==> src/hw/rtl/mhxy_pkg.sv <==
// Shared types, constants and the arctangent table for the magnetic heading pipeline.
// No dependencies; every other file imports this package.
package mhxy_pkg;

   localparam int CORDIC_ITERATIONS   = 16;
   localparam int ANGLE_FRACTION_BITS = 6;
   localparam int ARC_TABLE_SIZE      = 24;
   localparam int CORDIC_STAGES       = (CORDIC_ITERATIONS < ARC_TABLE_SIZE) ?
                                        CORDIC_ITERATIONS : ARC_TABLE_SIZE;

   localparam int FIELD_WIDTH   = 16;
   localparam int INPUT_SHIFT   = 30;
   localparam int XY_WIDTH      = 48;
   localparam int Z_WIDTH       = 34;
   localparam int TURN_WIDTH    = 33;
   localparam int TURN_BITS     = 32;
   localparam int HEADING_WIDTH = 15;

   localparam longint HEADING_SCALE = 64'd360 << ANGLE_FRACTION_BITS;
   localparam int SCALE_WIDTH = $clog2(HEADING_SCALE + 1);
   localparam int PROD_WIDTH  = TURN_WIDTH + SCALE_WIDTH;
   localparam int ROUND_WIDTH = PROD_WIDTH + 1;

   // prerotate, CORDIC stages, clamp, multiply, round
   localparam int LATENCY = CORDIC_STAGES + 4;

   localparam logic signed [Z_WIDTH-1:0] HALF_TURN    = Z_WIDTH'(64'sd2147483648);
   localparam logic signed [Z_WIDTH-1:0] QUARTER_TURN = Z_WIDTH'(64'sd1073741824);

   localparam logic [HEADING_WIDTH-1:0] HEADING_AT_ZERO =
      HEADING_WIDTH'((HEADING_SCALE / 2) & ((64'd1 << HEADING_WIDTH) - 1));

   typedef struct packed {
      logic                       valid;
      logic                       bypass;
      logic signed [XY_WIDTH-1:0] x;
      logic signed [XY_WIDTH-1:0] y;
      logic signed [Z_WIDTH-1:0]  z;
   } cordic_item_type;

   // atan(2^-i) as a binary angle, full turn = 2^32
   function automatic logic signed [Z_WIDTH-1:0] arc_angle(input int idx);
      logic signed [Z_WIDTH-1:0] a;
      case (idx)
         0:       a = Z_WIDTH'(64'sd536870912);
         1:       a = Z_WIDTH'(64'sd316933406);
         2:       a = Z_WIDTH'(64'sd167458907);
         3:       a = Z_WIDTH'(64'sd85004756);
         4:       a = Z_WIDTH'(64'sd42667331);
         5:       a = Z_WIDTH'(64'sd21354465);
         6:       a = Z_WIDTH'(64'sd10679838);
         7:       a = Z_WIDTH'(64'sd5340245);
         8:       a = Z_WIDTH'(64'sd2670163);
         9:       a = Z_WIDTH'(64'sd1335087);
         10:      a = Z_WIDTH'(64'sd667544);
         11:      a = Z_WIDTH'(64'sd333772);
         12:      a = Z_WIDTH'(64'sd166886);
         13:      a = Z_WIDTH'(64'sd83443);
         14:      a = Z_WIDTH'(64'sd41722);
         15:      a = Z_WIDTH'(64'sd20861);
         16:      a = Z_WIDTH'(64'sd10430);
         17:      a = Z_WIDTH'(64'sd5215);
         18:      a = Z_WIDTH'(64'sd2608);
         19:      a = Z_WIDTH'(64'sd1304);
         20:      a = Z_WIDTH'(64'sd652);
         21:      a = Z_WIDTH'(64'sd326);
         22:      a = Z_WIDTH'(64'sd163);
         23:      a = Z_WIDTH'(64'sd81);
         default: a = '0;
      endcase
      return a;
   endfunction

endpackage

==> src/hw/rtl/mhxy_prerot.sv <==
// Input stage: scales X/Y, rotates into the right half plane, flags axis cases.
// Depends on mhxy_pkg.
module mhxy_prerot (
   input  logic                                   clock,
   input  logic                                   reset,
   input  logic                                   in_valid,
   input  logic signed [mhxy_pkg::FIELD_WIDTH-1:0] field_x,
   input  logic signed [mhxy_pkg::FIELD_WIDTH-1:0] field_y,
   output mhxy_pkg::cordic_item_type              item_out
);
   import mhxy_pkg::*;

   cordic_item_type item_ff, item_in;
   logic signed [XY_WIDTH-1:0] x_wide, y_wide;
   logic x_neg, y_pos, x_zero, y_zero;

   always_comb begin
      x_wide = XY_WIDTH'(field_x) <<< INPUT_SHIFT;
      y_wide = XY_WIDTH'(field_y) <<< INPUT_SHIFT;
      x_neg  = field_x[FIELD_WIDTH-1];
      x_zero = (field_x == '0);
      y_zero = (field_y == '0);
      y_pos  = !field_y[FIELD_WIDTH-1] && !y_zero;

      // drop the transaction while reset is high
      item_in.valid  = in_valid && !reset;
      item_in.bypass = x_zero || y_zero;
      item_in.x      = x_wide;
      item_in.y      = y_wide;
      item_in.z      = '0;

      if (y_zero) begin
         item_in.z = x_neg ? HALF_TURN : '0;
      end else if (x_zero) begin
         item_in.z = y_pos ? QUARTER_TURN : -QUARTER_TURN;
      end else if (x_neg) begin
         // rotate by -90 or +90 degrees to land in the right half plane
         if (y_pos) begin
            item_in.x = y_wide;
            item_in.y = -x_wide;
            item_in.z = QUARTER_TURN;
         end else begin
            item_in.x = -y_wide;
            item_in.y = x_wide;
            item_in.z = -QUARTER_TURN;
         end
      end
   end

   always_ff @(posedge clock) begin
      item_ff <= item_in;
   end

   assign item_out = item_ff;

endmodule

==> config.mk <==
export PLATFORM = sky130hd
export DESIGN_NAME = mhxy_prerot
export DESIGN_NICKNAME = d
export VERILOG_FILES = /design/src/hw/rtl/mhxy_pkg.sv /design/src/hw/rtl/mhxy_prerot.sv
export SDC_FILE = /design/constraint.sdc
export NUM_CORES = 1
export LEC_CHECK = 0
export ABC_AREA = 0
export BUFFER_PORTS_ARGS = -buffer_cell sky130_fd_sc_hd__buf_4
export CAP_MARGIN = 0
export CORE_MARGIN = 5
export CORE_UTILIZATION = 40
export CTS_CLUSTER_SIZE = 25
export DETAILED_ROUTE_END_ITERATION = 7
export HOLD_SLACK_MARGIN = 0.02
export PLACE_DENSITY = 0.79
export SLEW_MARGIN = 40
export SYNTH_ARGS = -nofsm -noshare
export SYNTH_HDL_FRONTEND = slang
export SYNTH_SLANG_ARGS = --single-unit
==> constraint.sdc <==
create_clock -name clock -period 2.9 [get_ports clock]
set_input_delay 0.29 -clock clock [delete_from_list [all_inputs] [get_ports clock]]
set_output_delay 0.29 -clock clock [all_outputs]
set_load 0.03 [all_outputs]
==> results.sh <==
export IMPL_post_cts_resized=0
export IMPL_numCtsBuffers=5
export IMPL_grt_pass1_wl_um=11500
export IMPL_ant_nets=0
export IMPL_synth_async_reset_ratio=0
export IMPL_hold_viol=0
export IMPL_hpwlAfterDp_um=5970
export IMPL_outcome="complete, no violations"
export IMPL_whs_path_depth=2
export IMPL_synthFlopType="dfxtp_1"
export IMPL_ctsHoldBuffers=0
export IMPL_startpoint_type="input pin"
export IMPL_crit_fanout=10
export IMPL_io_buffer_count=76
export IMPL_hold_worst_slack_ns=0.142
export IMPL_worstPathRequired_ns=3.08
export IMPL_cts_root_buffer="clkbuf_8"
export IMPL_grt_max_degree=48
export IMPL_period_share=0.775
export IMPL_area_growth_syn_to_layout_pct=13.6
export IMPL_syn_area_um2=2930
export IMPL_drive_gt1_frac=0.224
export IMPL_ys_seq_elements=41
export IMPL_cts_sinks=41
export IMPL_post_cts_buffers=0
export IMPL_avgSynthCellArea_um2=7.90
export IMPL_relSlewSlack=0.594
export IMPL_diodes=0
export IMPL_setup_viol=0
export IMPL_yosysWarnings=0
export IMPL_htreeDepth=2
export IMPL_final_cells=533
export IMPL_worst_slew_pin_slew_ns=0.607
export IMPL_finalSetupTns_ns=0
export IMPL_gp_congestion=0.883
export IMPL_power_leakage_nw=1.57
export IMPL_rsz0062_at_grt="false"
export IMPL_antenna_found_initial=0
export IMPL_final_core_util=0.464
export IMPL_clk_pin_slew_ns=0.08
export IMPL_synth_top_area_share=0.280
export IMPL_dieArea_um2=9140
export IMPL_cts_buffer_depth=2
export IMPL_final_max_slew_viol_count=0
export IMPL_syn_inst=371
export IMPL_synth_largest_area_cell="dfxtp_1"
export IMPL_max_freq_mhz=445
export IMPL_synth_edf_count=0
export IMPL_maxCapViolCount=0
export IMPL_holdCritPathClass="input pin to flop"
export IMPL_vias=2617
export IMPL_vias_per_cell=4.91
export IMPL_vdd_drop_max_uv=192
export IMPL_yosysSeqAreaShare=0.280
export IMPL_cp_arrival_ns=2.43
export IMPL_wl_per_cell_um=14.5
export IMPL_dpl_cell_count=525
export IMPL_drc=0
export IMPL_drtIter0Drc=216
export IMPL_drt_wl_total_um=7720
export IMPL_track_usage=0.161
export IMPL_power_w=0.00170
export IMPL_powerDensity_nw_per_um2=512
export IMPL_grt_pass1_vias=2372
export IMPL_row_count=31
export IMPL_cts_tree="yes"
export IMPL_start_util=0.408
export IMPL_ys_types=52
export IMPL_largest_reg_flops=41
export IMPL_io_pins=167
export IMPL_worstSetupPathType="input pin to flop"
export IMPL_synth_area_leaders="dfxtp_1 28%, buf_4 23%, nor2_1 4.2%, o21ai_0 3.1%, mux2i_1 2.7%"
export IMPL_finalCriticalPeriod_ns=2.25
export IMPL_worstSetupEndpointType="flop"
export IMPL_fin_nets=471
export IMPL_die_h_um=95.6
export IMPL_grt_overflow_total=0
export IMPL_first_pass_iters=4
export IMPL_coreArea_um2=7180
export IMPL_dieWidth_um=95.6
cell families (layout without fill, tap and decap cells):
kind of cell	Yosys count	after routing	share of synthesized area
buf+inv	123	97	0.282
simple gates	121	121	0.213
compound gates	69	69	0.167
flops	41	41	0.280
mux	9	9	0.0312
xor+xnor	4	4	0.0120
fa+ha+maj	3	3	0.0128
other cells	1	90	0.00128
worst max-delay path, stage by stage:
cell,delay [ns]
buf_4,0.12
inv_1,0.06
ha_1,0.24
or4b_4,0.58
or4_1,0.62
mux2i_1,0.15
or3_1,0.37
Yosys cell counts (2+ instances only):
cell      number
a211oi_1       4
a21boi_0       3
a21oi_1       13
a311oi_1       2
a31oi_1        3
and3_1         9
buf_1          2
buf_4         91
buf_6          3
clkbuf_1      15
dfxtp_1       41
ha_1           3
inv_1         12
mux2i_1        8
nand2_1       20
nand3_1       10
nand4_1        4
nor2_1        33
nor2b_1        2
nor3_1        14
nor4_1         7
o211ai_1       3
o21ai_0       18
o21bai_1       2
o221ai_1       4
o22ai_1        3
o32ai_1        2
or2_2          2
or3_1          7
or4_1          6
or4b_2         2
xnor2_1        3
through the flow:
step | area (um^2) | worst slack [ns]
2_1_floorplan | 3260 | 0.572
3_3_place_gp | 3190 | 0.435
3_5_place_dp | 3190 | 0.374
4_1_cts | 3320 | 0.672
5_1_grt | 3330 | 0.583
6_report | 3330 | 0.652
layer usage:
| metal | share of wire | GRT usage | up-vias |
|---|---|---|---|
| met4 | 0.020 | 0.0569 | 0 |
| met3 | 0.11 | 0.0450 | 14 |
| met2 | 0.49 | 0.277 | 146 |
| met1 | 0.38 | 0.191 | 1214 |
| li1 | - | - | 1243 |
| met5 | 0 | 0 | - |
cell usage in the layout (no fill, tap or decap), drive strengths merged, types with 5 or more instances in the layout:
cell | synthesis | layout
conb | 1 | 90
nor2 | 33 | 33
nor4 | 7 | 7
mux2i | 8 | 8
and3 | 9 | 9
or3 | 7 | 7
buf | 96 | 77
a21oi | 13 | 13
o21ai | 18 | 18
or4 | 7 | 7
clkbuf | 15 | 5
nand2 | 20 | 20
nand3 | 10 | 10
dfxtp | 41 | 41
nor3 | 14 | 14
inv | 12 | 13
worst paths after layout:
check / startpoint / end / slack, ns
setup / recovery: field_y[0] / item_out[126]$_DFF_P_ / 0.65
hold / removal: reset / item_out[131]$_DFF_P_ / 0.14
power breakdown:
group          internal, W  switching (W)  leakage (nW)
Clock             0.000346       0.000208        0.0687
Combinational     0.000140       0.000387          1.16
Sequential        0.000608      0.0000142         0.344
Total              0.00109       0.000610          1.57
final cells by class:
class	instances	area [um^2]
fillers	713	3850
clock inverters	3	68.8
repair buffers	77	578
flip-flops and latches	41	821
clock buffers	5	68.8
well taps	99	124
multi-input cells	296	1620
inverters	12	45.0
Note: power is estimated with default switching activity, not from simulation.
