File: src/hw/rtl/mhxy_pkg.sv
// Shared types, constants and the arctangent table for the magnetic heading pipeline.
// No dependencies; every other file imports this package.
package mhxy_pkg;

   localparam int CORDIC_ITERATIONS   = 16;
   localparam int ANGLE_FRACTION_BITS = 6;
   localparam int ARC_TABLE_SIZE      = 24;
   localparam int CORDIC_STAGES       = (CORDIC_ITERATIONS < ARC_TABLE_SIZE) ?
                                        CORDIC_ITERATIONS : ARC_TABLE_SIZE;

   localparam int FIELD_WIDTH   = 16;
   localparam int INPUT_SHIFT   = 30;
   localparam int XY_WIDTH      = 48;
   localparam int Z_WIDTH       = 34;
   localparam int TURN_WIDTH    = 33;
   localparam int TURN_BITS     = 32;
   localparam int HEADING_WIDTH = 15;

   localparam longint HEADING_SCALE = 64'd360 << ANGLE_FRACTION_BITS;
   localparam int SCALE_WIDTH = $clog2(HEADING_SCALE + 1);
   localparam int PROD_WIDTH  = TURN_WIDTH + SCALE_WIDTH;
   localparam int ROUND_WIDTH = PROD_WIDTH + 1;

   // prerotate, CORDIC stages, clamp, multiply, round
   localparam int LATENCY = CORDIC_STAGES + 4;

   localparam logic signed [Z_WIDTH-1:0] HALF_TURN    = Z_WIDTH'(64'sd2147483648);
   localparam logic signed [Z_WIDTH-1:0] QUARTER_TURN = Z_WIDTH'(64'sd1073741824);

   localparam logic [HEADING_WIDTH-1:0] HEADING_AT_ZERO =
      HEADING_WIDTH'((HEADING_SCALE / 2) & ((64'd1 << HEADING_WIDTH) - 1));

   typedef struct packed {
      logic                       valid;
      logic                       bypass;
      logic signed [XY_WIDTH-1:0] x;
      logic signed [XY_WIDTH-1:0] y;
      logic signed [Z_WIDTH-1:0]  z;
   } cordic_item_type;

   // atan(2^-i) as a binary angle, full turn = 2^32
   function automatic logic signed [Z_WIDTH-1:0] arc_angle(input int idx);
      logic signed [Z_WIDTH-1:0] a;
      case (idx)
         0:       a = Z_WIDTH'(64'sd536870912);
         1:       a = Z_WIDTH'(64'sd316933406);
         2:       a = Z_WIDTH'(64'sd167458907);
         3:       a = Z_WIDTH'(64'sd85004756);
         4:       a = Z_WIDTH'(64'sd42667331);
         5:       a = Z_WIDTH'(64'sd21354465);
         6:       a = Z_WIDTH'(64'sd10679838);
         7:       a = Z_WIDTH'(64'sd5340245);
         8:       a = Z_WIDTH'(64'sd2670163);
         9:       a = Z_WIDTH'(64'sd1335087);
         10:      a = Z_WIDTH'(64'sd667544);
         11:      a = Z_WIDTH'(64'sd333772);
         12:      a = Z_WIDTH'(64'sd166886);
         13:      a = Z_WIDTH'(64'sd83443);
         14:      a = Z_WIDTH'(64'sd41722);
         15:      a = Z_WIDTH'(64'sd20861);
         16:      a = Z_WIDTH'(64'sd10430);
         17:      a = Z_WIDTH'(64'sd5215);
         18:      a = Z_WIDTH'(64'sd2608);
         19:      a = Z_WIDTH'(64'sd1304);
         20:      a = Z_WIDTH'(64'sd652);
         21:      a = Z_WIDTH'(64'sd326);
         22:      a = Z_WIDTH'(64'sd163);
         23:      a = Z_WIDTH'(64'sd81);
         default: a = '0;
      endcase
      return a;
   endfunction

endpackage

File: src/hw/rtl/mhxy_scale.sv
// Output stages: clamp the angle, offset by half a turn, scale to degrees, round.
// Depends on mhxy_pkg.
module mhxy_scale (
   input  logic                                     clock,
   input  logic                                     reset,
   input  mhxy_pkg::cordic_item_type                item_in,
   output logic                                     out_valid,
   output logic [mhxy_pkg::HEADING_WIDTH-1:0]       heading
);
   import mhxy_pkg::*;

   logic                       turn_valid_ff;
   logic [TURN_WIDTH-1:0]      turn_ff, turn_in;
   logic                       prod_valid_ff;
   logic [PROD_WIDTH-1:0]      prod_ff;
   logic                       head_valid_ff;
   logic [HEADING_WIDTH-1:0]   heading_ff, heading_in;
   logic signed [Z_WIDTH-1:0]  z_clamped, z_offset;
   logic [ROUND_WIDTH-1:0]     rounded;

   always_comb begin
      z_clamped = item_in.z;
      if (item_in.z > HALF_TURN) begin
         z_clamped = HALF_TURN;
      end
      if (item_in.z < -HALF_TURN) begin
         z_clamped = -HALF_TURN;
      end
      z_offset = z_clamped + HALF_TURN;
      turn_in  = z_offset[TURN_WIDTH-1:0];
   end

   always_comb begin
      rounded    = ROUND_WIDTH'(prod_ff) + (ROUND_WIDTH'(1) << (TURN_BITS - 1));
      heading_in = rounded[TURN_BITS +: HEADING_WIDTH];
   end

   always_ff @(posedge clock) begin
      turn_ff    <= turn_in;
      prod_ff    <= PROD_WIDTH'(turn_ff) * PROD_WIDTH'(HEADING_SCALE);
      heading_ff <= heading_in;
      if (reset) begin
         turn_valid_ff <= 1'b0;
         prod_valid_ff <= 1'b0;
         head_valid_ff <= 1'b0;
      end else begin
         turn_valid_ff <= item_in.valid;
         prod_valid_ff <= turn_valid_ff;
         head_valid_ff <= prod_valid_ff;
      end
   end

   assign out_valid = head_valid_ff;
   assign heading   = heading_ff;

endmodule

File: config.mk
export PLATFORM = sky130hd
export DESIGN_NAME = mhxy_scale
export DESIGN_NICKNAME = d
export VERILOG_FILES = /design/src/hw/rtl/mhxy_pkg.sv /design/src/hw/rtl/mhxy_scale.sv
export SDC_FILE = /design/constraint.sdc
export NUM_CORES = 1
export LEC_CHECK = 0
export BUFFER_PORTS_ARGS = -buffer_cell sky130_fd_sc_hd__buf_4
export CELL_PAD_IN_SITES_DETAIL_PLACEMENT = 1
export CELL_PAD_IN_SITES_GLOBAL_PLACEMENT = 1
export CORE_AREA = 4 4 141 109
export CTS_CLUSTER_SIZE = 28
export DETAILED_ROUTE_END_ITERATION = 10
export DIE_AREA = 0 0 145 113
export PLACE_DENSITY_LB_ADDON = 0.1
export SYNTH_ARGS = -nofsm -noshare
export SYNTH_HDL_FRONTEND = slang
export SYNTH_SLANG_ARGS = --single-unit
File: constraint.sdc
create_clock -name clock -period 4.2 [get_ports clock]
set_clock_uncertainty 0.05 [all_clocks]
set_input_delay 0.21 -clock clock [delete_from_list [all_inputs] [get_ports clock]]
set_output_delay 0.21 -clock clock [all_outputs]
set_load 0.02 [all_outputs]
==> flow_metrics.tcl, run 1 <==
set metrics [dict create \
    drt_iter0_markers 159 \
    diodes 0 \
    period_share_pct 95.2 \
    core.rowCount 38 \
    final_cell_mix "inv_1 (104), ha_1 (87), dfxtp_1 (67)" \
    syn2layout_area_growth_pct 16.4 \
    grt_pass1_wl_um 23900 \
    grt-ovfl-total 0 \
    p_leak_uw 0.00335 \
    cts_root_buf "clkbuf_16" \
    irDropWorstVdd_uv 222 \
    startpoint_type "flip-flop" \
    cts.sink_count 67 \
    clk-insertion-delay-late_ps 340 \
    drv_slew 0 \
    clk_pin_slew_ps 60 \
    dpl_cell_area_mm2 0.00626 \
    multiInputGateArea_mm2 0.00388 \
    fillers 1633 \
    via_count 4190 \
    p_per_area_mw_per_mm2 365 \
    regArea_mm2 0.00134 \
    final_area_mm2 0.00658 \
    wl_um 13800 \
    syn_area_mm2 0.00566 \
    hold_slack_ps 18.2 \
    ant_nets 0 \
    wl_per_cell_um 16.5 \
    cts-buffers-inserted 9 \
    core_mm2 0.0141 \
    cp.arrival_ps 4220 \
    syn_avg_cell_area_um2 9.51 \
    die_h_um 113 \
    clockBufferDepth 2 \
    maxCapViolations 0 \
    place_congestion 0.823 \
    ys.flop_type "dfxtp_1" \
    hold_class "in -> reg" \
    hold_buffers 1 \
    slew-limit-headroom_pct 65.4 \
    grt_max_degree 23 \
    period_minus_slack_ps 4000 \
    postCtsSetupRepairBufs 0 \
    die_width_um 145 \
    worstMarginPinSlew_ps 519 \
    netlist_top_cells_area "dfxtp_1 (24%), ha_1 (19%), fa_1 (16%)" \
    setup_tns_ps 0 \
    rsz0062_at_grt "no" \
    track_usage_pct 18.3 \
    cp-startpoint "turn_ff[6]$_SDFF_PP0_" \
    syn_inst 595 \
    synthesis.nets 861 \
    ys_warn_count 0 \
    status "complete, no violations" \
    fin_nets 918 \
    synth_top_area_share_pct 23.7 \
    cp.required_ps 4420 \
    cts_resized 0 \
    start_util_pct 40.1 \
    yosysUniqueCellTypes 55 \
    finalHoldViolCount 0 \
    first_global_vias 4630 \
    antenna_found_initial 0 \
    synth-seq-cells 67 \
    htreeDepth 3 \
    cp_max_fo 3 \
    drcViolationCount 0 \
    synth_top_cell_by_area "dfxtp_1" \
    cts_tree "built" \
    synth_edf_count 0 \
    final_common_cell "inv_1" \
    fmax_ghz 0.250 \
    io_pins 150 \
    port_buffers 52 \
    r2r-start "turn_ff[6]$_SDFF_PP0_" \
    dp_hpwl_um 12000 \
    drive_above_1_share_pct 13.3 \
    worstSetupPathType "reg -> reg" \
    worstSetupEndpointType "flip-flop" \
    ys_seq_area_share_pct 23.7 \
    async_reset_ff_share_pct 0 \
    holdCritStartpoint "item_in[33]" \
    die_area_mm2 0.0164 \
    setup_viol 0 \
    post_drt_via_cell_ratio 5.01 \
    first_pass_iters 4 \
]
## metrics by stage
stage	worst slack (ps)	total power (µW)	cells	util (%)
2_1_floorplan	716	1350	595	-
3_3_place_gp	236	1590	820	44.3
3_5_place_dp	190	1620	820	44.3
4_1_cts	153	2440	836	46.6
5_1_grt	11.1	2590	836	46.6
6_report	203	2400	836	46.6
## cell families (layout without fill, tap and decap cells)
kind of cell             count (synthesis)  after routing  share of synthesized area (%)
AND/OR/NAND/NOR                        126            126                           12.0
XOR/XNOR                                46             46                           7.12
flip-flops                              67             67                           23.7
AO/OA/AOI/OAI                          109            109                           14.2
adder cells (fa/ha/maj)                132            132                           35.2
buffers and inverters                  115            176                           7.79
## power breakdown
part	internal, µW	total, µW	switching, µW	leakage (µW)
combinational	337	792	455	0.00264
clock	517	800	282	0.000152
sequential	744	812	68.4	0.000556
## Yosys cell counts (3+ instances only)
library cell,n
a211o_1,3
fa_1,45
nor2b_1,37
nand2_1,18
nor3_1,7
o211ai_1,4
xnor2_1,23
o21bai_1,3
nor4_1,7
a21oi_1,30
inv_1,104
nor2_1,17
clkbuf_1,9
a21o_1,19
xor2_1,23
nand4_1,13
o21ai_0,10
o21a_1,3
o21ai_1,5
nand3_1,14
dfxtp_1,67
and3_1,6
ha_1,87
## routing by layer
metal	up-vias	wire, µm	global-route usage, %	part of all wire [%]
met5	-	0	0	0
met4	0	201	5.44	1.5
met3	15	441	3.48	3.2
met2	66	5660	27.1	41
met1	1998	7520	27.3	54
li1	2111	-	-	-
## registers in the layout, summed over array words and instances, names as in the netlist
register       count
turn_ff           33
turn_valid_ff      1
prod_valid_ff      1
out_valid          1
prod_ff           16
heading           15
## path summary, 6_finish.rpt
kind / depth (start not counted) / slack, ps / endpoint
worst max-delay path: 11 / 200 / prod_ff[43]$_DFF_P_
worst min-delay path: 2 / 20 / turn_ff[32]$_DFF_P_
worst max register to register: 11 / 200 / prod_ff[43]$_DFF_P_
worst min register to register: 1 / 380 / heading[14]$_DFF_P_
## worst max-delay path, cell delays in order (launching register included)
cell	delay [ps]
dfxtp_1	440
ha_1	340
fa_1	580
fa_1	420
ha_1	320
a21o_1	180
a221oi_1	510
o211ai_1	250
a21boi_2	250
o21ai_2	120
a311oi_2	320
xnor2_1	140
## final cells by class
class | instances | area share, %
Timing Repair Buffer | 57 | 6.54
Sequential cell | 67 | 20.4
Clock inverter | 6 | 1.37
Tap cell | 180 | 3.42
Inverter | 104 | 5.93
Clock buffer | 9 | 3.42
Multi-Input combinational cell | 413 | 59.0
(Power assumes the default switching activity.)
==> run 2: changes to the inputs <==
--- a/config.mk
+++ b/config.mk
@@ -12,7 +12,7 @@
 export CTS_CLUSTER_SIZE = 28
 export DETAILED_ROUTE_END_ITERATION = 10
 export DIE_AREA = 0 0 145 113
-export PLACE_DENSITY_LB_ADDON = 0.1
+export PLACE_DENSITY = 0.91
 export SYNTH_ARGS = -nofsm -noshare
 export SYNTH_HDL_FRONTEND = slang
 export SYNTH_SLANG_ARGS = --single-unit
==> run 2 against run 1 <==
Against the previous run:
- global-route usage down 0.29 points
- core utilization decreased by 0.18 points
- register-to-register slack gained 99 ps
- final cell count shrank 0.48%
- final area shrank 0.38%
==> flow_metrics.tcl, run 2 (same netlist as run 1, synthesis figures left out) <==
set metrics [dict create \
    status "complete, no violations" \
    cts_root_buf "clkbuf_16" \
    path_cells "ha_1 -> inv_1 -> fa_1 -> fa_1 -> inv_1 -> ha_1 -> nand4_1 -> nor2_1 -> a31o_2 -> a21oi_1 -> a21oi_2 -> a41oi_1 -> xnor2_1" \
    worstMarginPinSlew_ps 416 \
    netSwitchingFraction_pct 33.2 \
    maxCapViolations 0 \
    rr_endpoint "prod_ff[39]$_DFF_P_" \
    hold_end "turn_ff[31]$_DFF_P_" \
    largest_reg_flops 33 \
    cp_slowest_stage_delay_ps 530 \
    path_delay_family "adder cells" \
    p_sw_uw 787 \
    fin_nets 915 \
    path_buf_inv 2 \
    power_frac_comb_pct 34.0 \
    post_drt_via_cell_ratio 5.09 \
    cts_tree "built" \
    worstHoldPathCells 2 \
    cp.required_ps 4350 \
    fmax_ghz 0.257 \
    clock_power_share_pct 31.7 \
    ant_nets 0 \
    final_common_cell "inv_1" \
    period_share_pct 92.8 \
    dp_hpwl_um 11800 \
    post-place-ws_ps 337 \
    die_h_um 113 \
    r2r_slack_ps 300 \
    post-route-worst-setup-slack_ps 302 \
    crit_cells 13 \
    p_per_area_mw_per_mm2 361 \
    drt_iter0_markers 147 \
    period_minus_slack_ps 3900 \
    slew-limit-headroom_pct 72.3 \
    r2r-start "turn_ff[15]$_SDFF_PP0_" \
    grt-ovfl-total 0 \
    clk_pin_slew_ps 50 \
    grt_max_degree 32 \
    regMostFlops "turn_ff" \
    cts.sink_count 67 \
    via_count 4233 \
    crit_slowest_cell "fa_1" \
    wl_um 13900 \
    p_leak_uw 0.00334 \
    p_int_uw 1580 \
    cp_max_fo 5 \
    first_pass_iters 4 \
    hold_slack_ps 30.4 \
    cp.arrival_ps 4040 \
    port_buffers 52 \
    setup_viol 0 \
    place_congestion 0.824 \
    first_global_vias 4783 \
    diodes 0 \
    worstSetupPathType "reg -> reg" \
    io_pins 150 \
    wl_per_cell_um 16.7 \
    fillers 1612 \
    final_cell_mix "inv_1 (104), ha_1 (87), dfxtp_1 (67)" \
    track_usage_pct 18.1 \
    cts-buffers-inserted 9 \
    clockBufferDepth 2 \
    core_mm2 0.0141 \
    r2r_cells 13 \
    finalHoldViolCount 0 \
    htreeDepth 3 \
    grt_pass1_wl_um 24100 \
    syn2layout_area_growth_pct 15.9 \
    die_width_um 145 \
    core.rowCount 38 \
    holdCritStartpoint "item_in[31]" \
    rsz0062_at_grt "no" \
    setup_tns_ps 0 \
    antenna_found_initial 0 \
    worstSetupEndpointType "flip-flop" \
    drive_above_1_share_pct 12.7 \
    pwr-share-seq_pct 34.3 \
    start_util_pct 40.1 \
    drcViolationCount 0 \
    die_area_mm2 0.0164 \
    irDropWorstVdd_uv 307 \
    startpoint_type "flip-flop" \
    drv_slew 0 \
    hold_class "in -> reg" \
    clk-insertion-delay-late_ps 330 \
]
[run 2: changes by cell type in the layout (fill, tap and decap cells not counted), sizes merged]
cell,change
inv,-1
bufinv,-1
buf,-3
clkbuf,+3
clkinvlp,-1
clkinv,-1
[run 2: power by group through the flow]
stage                     registers, µW  clock network, µW  logic, µW
final                               812                751        805
after floorplan                     867                  0        486
after detailed placement            825                  0        797
after global placement              821                  0        747
after global routing                825                797        903
after CTS                           812                768        807
[run 2: worst max-delay path by stage]
stage,start,end,slack (ps)
final,turn_ff[15]$_SDFF_PP0_,prod_ff[39]$_DFF_P_,300
after global routing,turn_ff[9]$_SDFF_PP0_,prod_ff[39]$_DFF_P_,30
after CTS,turn_ff[15]$_SDFF_PP0_,prod_ff[39]$_DFF_P_,290
after detailed placement,turn_ff[15]$_SDFF_PP0_,prod_ff[39]$_DFF_P_,340
after global placement,turn_ff[11]$_SDFF_PP0_,prod_ff[46]$_DFF_P_,480
after floorplan,turn_ff[23]$_SDFF_PP0_,prod_ff[44]$_DFF_P_,720
[run 2: area by class of cell]
class	instances	area [µm²]	share of cell area, %
clock buffer	12	267	4.06
clock inverter	2	35.0	0.534
inverter	104	390	5.95
multi-input combinational	413	3890	59.3
sequential	67	1340	20.5
tap	180	225	3.43
timing repair buffer	54	408	6.22
[run 2: metrics by stage]
stage	total power, µW	std cells	area [µm²]	utilization [%]
2_1_floorplan	1350	595	5660	-
3_3_place_gp	1570	817	6240	44.2
3_5_place_dp	1620	817	6240	44.2
4_1_cts	2390	832	6550	46.4
5_1_grt	2530	832	6560	46.4
6_report	2370	832	6560	46.4
[run 2: layer usage]
layer	vias to the layer above	wire length, µm	global-route usage (%)
li1	2108	-	-
met1	2026	6660	23.2
met2	77	6480	30.9
met3	22	465	3.72
met4	0	288	5.44
met5	-	0	0
[run 2: repair_timing]
item	4_1_cts	5_1_grt
endpoints found under the setup margin	0	1
resized for setup	0	1
setup buffers	0	0
hold endpoints to repair	3	0
hold buffers	1	0
